--- config.mk ---
export PLATFORM = sky130hd
export DESIGN_NAME = hslxyz_ramp
export DESIGN_NICKNAME = d
export VERILOG_FILES = /design/src/rtl/core/hslxyz_pkg.sv /design/src/rtl/core/hslxyz_ramp.sv
export SDC_FILE = /design/constraint.sdc
export NUM_CORES = 1
export LEC_CHECK = 0
export BUFFER_PORTS_ARGS = -buffer_cell sky130_fd_sc_hd__clkbuf_2
export CAP_MARGIN = 40
export CORE_MARGIN = 2
export CORE_UTILIZATION = 65
export CTS_BUF_LIST = sky130_fd_sc_hd__clkbuf_2 sky130_fd_sc_hd__clkbuf_4 sky130_fd_sc_hd__clkbuf_8
export DETAILED_ROUTE_END_ITERATION = 16
export GPL_TIMING_DRIVEN = 0
export PLACE_DENSITY = 0.84
export REMOVE_ABC_BUFFERS = 1
export SKIP_CTS_REPAIR_TIMING = 1
export SLEW_MARGIN = 20
export SYNTH_ARGS = -nofsm -noshare
export SYNTH_HDL_FRONTEND = slang
export SYNTH_SLANG_ARGS = --single-unit
--- constraint.sdc ---
create_clock -name clk -period 7.5 [get_ports clk]
set_input_delay 0.375 -clock clk [delete_from_list [all_inputs] [get_ports clk]]
set_output_delay 0.375 -clock clk [all_outputs]
set_load 0.01 [all_outputs]
--- src/rtl/core/hslxyz_pkg.sv ---
// Package for the HSL to CIE XYZ converter: widths, constants, matrix and hue helpers.
`default_nettype none

package hslxyz_pkg;

  // Fraction bits of the RGB-to-XYZ matrix coefficients.
  localparam int FRAC_BITS = 16;

  localparam int HUE_W     = 15;
  localparam int CH_W      = 17;
  localparam int LVL_W     = 17;
  localparam int WGT_W     = 12;
  localparam int LS_W      = 2 * CH_W;
  localparam int ONE_SHIFT = 16;

  // Ramp: round(d * w / 3840) = floor((d * w + 1920) / 256 / 15), the last step
  // by a reciprocal multiply that is exact over the range of the quotient.
  localparam int PRD_W       = LVL_W + WGT_W;
  localparam int RAMP_SHIFT  = 8;
  localparam int RAMP_Y_W    = PRD_W + 1 - RAMP_SHIFT;
  localparam int RECIP_SHIFT = 26;
  localparam int RECIP_W     = 23;
  localparam int RAMP_M_W    = RAMP_Y_W + RECIP_W;
  localparam logic [RECIP_W-1:0] RECIP15 = RECIP_W'((64'd1 << RECIP_SHIFT) / 15 + 1);

  localparam int COEF_W = FRAC_BITS;
  localparam int MAC_W  = COEF_W + LVL_W;
  localparam int ACC_W  = MAC_W + 2;
  localparam int SH_W   = ACC_W - FRAC_BITS;

  localparam int NUM_STG = 8;

  typedef logic [HUE_W-1:0]  hue_t;
  typedef logic [CH_W-1:0]   chan_t;
  typedef logic [LVL_W-1:0]  lvl_t;
  typedef logic [WGT_W-1:0]  wgt_t;
  typedef logic [COEF_W-1:0] coef_t;
  typedef logic [MAC_W-1:0]  mac_t;

  localparam chan_t ONE      = 17'd65536;
  localparam chan_t HALF_ONE = 17'd32768;
  localparam chan_t OUT_MAX  = 17'd131071;

  localparam hue_t HUE_FULL = 15'd23040;
  localparam hue_t HUE_60   = 15'd3840;
  localparam hue_t HUE_120  = 15'd7680;
  localparam hue_t HUE_180  = 15'd11520;
  localparam hue_t HUE_240  = 15'd15360;

  // Rows give X, Y and Z; columns weight R, G and B. Each value is rounded to
  // nearest with halves up.
  localparam coef_t COEF [3][3] = '{
    '{coef_t'(((64'd430574 << FRAC_BITS) + 64'd500000) / 64'd1000000),
      coef_t'(((64'd341550 << FRAC_BITS) + 64'd500000) / 64'd1000000),
      coef_t'(((64'd178325 << FRAC_BITS) + 64'd500000) / 64'd1000000)},
    '{coef_t'(((64'd222015 << FRAC_BITS) + 64'd500000) / 64'd1000000),
      coef_t'(((64'd706655 << FRAC_BITS) + 64'd500000) / 64'd1000000),
      coef_t'(((64'd71330  << FRAC_BITS) + 64'd500000) / 64'd1000000)},
    '{coef_t'(((64'd20183  << FRAC_BITS) + 64'd500000) / 64'd1000000),
      coef_t'(((64'd129553 << FRAC_BITS) + 64'd500000) / 64'd1000000),
      coef_t'(((64'd939180 << FRAC_BITS) + 64'd500000) / 64'd1000000)}
  };

  // Load strobes for the three register stages of a ramp channel.
  typedef struct packed {
    logic load_prod;
    logic load_scale;
    logic load_level;
  } ramp_en_t;

  // Adds a hue offset and wraps the sum into one turn.
  function automatic hue_t hue_add(input hue_t h, input hue_t offset);
    logic [HUE_W:0] total;
    total = {1'b0, h} + {1'b0, offset};
    if (total >= {1'b0, HUE_FULL}) begin
      total = total - {1'b0, HUE_FULL};
    end
    return total[HUE_W-1:0];
  endfunction

  // Weight of the upper level, in 1/3840 steps, for a wrapped channel hue.
  function automatic wgt_t hue_weight(input hue_t a);
    wgt_t w;
    priority if (a < HUE_60) begin
      w = a[WGT_W-1:0];
    end else if (a < HUE_180) begin
      w = HUE_60[WGT_W-1:0];
    end else if (a < HUE_240) begin
      w = WGT_W'(HUE_240 - a);
    end else begin
      w = '0;
    end
    return w;
  endfunction

endpackage

`default_nettype wire

--- src/rtl/core/hslxyz_ramp.sv ---
// One colour channel of the hue ramp: weighted level between the two HSL levels.
`default_nettype none

module hslxyz_ramp (
  input  logic                 clk,
  input  hslxyz_pkg::ramp_en_t en,
  input  hslxyz_pkg::lvl_t     t1,
  input  hslxyz_pkg::lvl_t     d,
  input  hslxyz_pkg::wgt_t     wgt,
  output hslxyz_pkg::lvl_t     level
);
  import hslxyz_pkg::*;

  logic [PRD_W-1:0]    prod;
  logic [RAMP_Y_W-1:0] y_round;
  logic [RAMP_M_W-1:0] scaled;
  lvl_t                t1_a;
  lvl_t                t1_b;

  // Rounding offset and the division by 256 ahead of the reciprocal multiply.
  assign y_round = RAMP_Y_W'(({1'b0, prod} + (PRD_W + 1)'(HUE_60 / 2)) >> RAMP_SHIFT);

  always_ff @(posedge clk) begin
    if (en.load_prod) begin
      prod <= {{WGT_W{1'b0}}, d} * {{LVL_W{1'b0}}, wgt};
      t1_a <= t1;
    end
    if (en.load_scale) begin
      scaled <= {{RECIP_W{1'b0}}, y_round} * {{RAMP_Y_W{1'b0}}, RECIP15};
      t1_b   <= t1_a;
    end
    if (en.load_level) begin
      level <= t1_b + scaled[RECIP_SHIFT +: LVL_W];
    end
  end

endmodule

`default_nettype wire

==> results.json <==
{
  "status": "complete, no violations",
  "cts_tree": "yes",
  "grt_pass1_wl_mm": 46.22,
  "io_pins": 67,
  "layout-area-overhead-vs-synth_pct": 5.810,
  "antenna_cells": 0,
  "hold_violations": 0,
  "path_class": "reg2reg",
  "initial_core_util_pct": 65.54,
  "synth_most_common_cell": "inv_1",
  "fill_cells": 1602,
  "synthDistinctLibCells": 50,
  "synth_top_area_share_pct": 29.81,
  "io_buffers": 66,
  "track_usage_pct": 25.65,
  "numCtsBuffers": 9,
  "htreeDepth": 3,
  "path_depth": 27,
  "worst-path-buf-inv": 3,
  "ys_top_cells_by_area": "fa_1 (30%), ha_1 (22%), edfxtp_1 (19%)",
  "rows": 54,
  "detail_route.vias_per_cell": 5.586,
  "clock-root-buffer": "clkbuf_8",
  "clockBufferDepth": 2,
  "use_met3_pct": 3.263,
  "crit_path_end_kind": "flop",
  "fin_util_pct": 69.35,
  "synth_top_area_cell": "fa_1",
  "synthCells": 1387,
  "rrSetupSlack_ps": 310,
  "fmax_ghz": 0.1391,
  "drive_above_1_share_pct": 7.392,
  "drtIter0Drc": 380,
  "tightestPinTransition_ps": 775.2,
  "drc": 0,
  "timing.final.crit_share_pct": 95.84,
  "hold-worst-slack_ps": 181.7,
  "cp_slowest_stage_delay_ps": 530,
  "use_met2_pct": 47.34,
  "antenna_found_initial": 0,
  "routed_wl_mm": 27.80,
  "r2r-start": "prod[8]",
  "regArea_um2": 2703,
  "synthArstFlopShare_pct": 0,
  "rsz0062_at_grt": "false",
  "drv_cap": 0,
  "ys_ff_latch": 90,
  "die-area_um2": 23000,
  "drt-pass1-iter-count": 5,
  "setup_tns_ps": 0,
  "fin_crit_ps": 7188,
  "clock-sinks": 90,
  "wl_per_cell_um": 16.22,
  "setup_violations": 0,
  "seq_area_frac_synth_pct": 19.07,
  "gp_congestion": 0.9074,
  "place.detailed.hpwl_mm": 23.18,
  "slowest_stage": "fa_1",
  "final_nets": 1935,
  "regToRegEndpoint": "scaled[42]",
  "startpoint_type": "flop",
  "cp_max_fo": 4,
  "ys_top_cells_by_count": "inv_1 (293), ha_1 (244), fa_1 (211), nand2_1 (169), edfxtp_1 (90)",
  "clock_latency_ps": 370,
  "slew_viol_final": 0,
  "critPathTopFamily": "adder cells",
  "fp.dieW_um": 151.6,
  "fin_skew_ps": 12.44,
  "synth-edff-count": 90,
  "syn_area_um2": 14170,
  "required_ps": 7610,
  "core_um2": 21620,
  "overflow": 0,
  "grt_max_degree": 35,
  "grt_pass1_vias": 10040,
  "hold_class": "in2reg",
  "rr_worst_depth": 27,
  "multi_input_area_um2": 10270,
  "arrival_ps": 7300,
  "cp-startpoint": "prod[8]",
  "syn-mean-instance-area_um2": 10.22,
  "die-height_um": 151.6,
  "clk_pin_slew_ps": 90,
  "slew_headroom_pct": 47.95,
  "globalRouteMet1Util_pct": 30.32,
  "vias": 9574,
  "whs_path_depth": 1,
  "antenna_left": 0,
  "synthFlopType": "edfxtp_1",
  "ys_warn_count": 0,
  "cp-endpoint": "scaled[42]",
  "grt.busiest_layer": "met2"
}
[per-stage QoR]
step	instance area [um^2]	setup WS [ps]	std cells
final	14990	312.2	1714
after global routing	14990	2.706	1714
after CTS	14920	187.5	1712
after detailed placement	14730	199.5	1697
after global placement	14710	350.3	1696
after floorplan	14030	923.2	1350
[flip-flops by register name, indices dropped and copies added (netlist names)]
signal and cells:
level 17, t1_a 17, t1_b 17, prod 22
scaled 17
[placed cells by master, fill, tap and decap left out, types with 3 or more instances in the layout]
| master | n |
|---|---|
| xnor2_1 | 44 |
| a31o_2 | 4 |
| clkbuf_8 | 9 |
| edfxtp_1 | 90 |
| clkbuf_2 | 66 |
| nand2b_1 | 8 |
| fa_1 | 211 |
| ha_1 | 244 |
| nor2b_1 | 5 |
| a31oi_1 | 3 |
| and2_1 | 59 |
| nand3_1 | 17 |
| o21a_1 | 3 |
| and4_1 | 3 |
| a21oi_1 | 30 |
| o21bai_1 | 4 |
| inv_1 | 293 |
| o21ai_0 | 17 |
| nor3_1 | 7 |
| xnor2_2 | 3 |
| nand4_1 | 7 |
| or3_1 | 7 |
| a21o_1 | 12 |
| xor2_1 | 24 |
| nor2_1 | 31 |
| and3_1 | 13 |
| a211oi_1 | 7 |
| nand2_1 | 169 |
| o21ai_1 | 3 |
[worst reg2reg max path, cell delays in order, from the launching register on]
cell and delay (ps):
edfxtp_1 440, inv_1 90, ha_1 170, nor3b_1 340
nor2_1 130, and3_1 260, and3_2 260, nand2_1 80
nor2_1 70, xnor2_2 260, ha_1 210, inv_1 50
fa_1 460, fa_1 530, fa_1 520, inv_1 50
fa_1 450, ha_1 310, ha_1 230, a211oi_1 270
nor2_1 130, a2111oi_4 420, nand3_1 180, a211o_1 330
nand3_1 210, o21ai_2 120, a221oi_2 260, xnor2_1 110
[how the worst min path moves through the flow]
stage                         from  endpoint
after floorplan            t1_a[0]   t1_b[0]
after global placement     t1_a[6]   t1_b[6]
after global routing         t1[3]   t1_a[3]
after CTS                   t1[15]  t1_a[15]
after detailed placement  t1_a[10]  t1_b[10]
final                       t1[15]  t1_a[15]
[kinds of logic (layout without fill, tap and decap cells)]
| logic type | Yosys count | after routing | synth area share (%) |
|---|---|---|---|
| and+or+nand+nor | 334 | 334 | 11.16 |
| xor gates and xnor gates | 73 | 73 | 4.512 |
| DFF | 90 | 90 | 19.07 |
| buffers and inverters | 330 | 377 | 8.750 |
| AOI/OAI and AO/OA | 105 | 105 | 5.148 |
| adders and majority gates | 455 | 455 | 51.36 |
[layout make-up]
| class | instances | share of cell area, % |
|---|---|---|
| multi-input combinational | 967 | 68.53 |
| sequential | 90 | 18.03 |
| inverter | 293 | 7.335 |
| timing repair buffer | 69 | 2.520 |
| tap | 280 | 2.337 |
| clock buffer | 10 | 0.8762 |
| clock inverter | 5 | 0.3755 |
[per-layer routing]
metal	vias to the layer above	routed length [um]
met4	0	1117
met5	-	0
met1	4702	11120
met2	297	14250
met3	82	1314
li1	4493	-
Power is left out: the tool's default activity adds up to more than one toggle a clock period on the data nets, which glitch-free logic cannot reach.
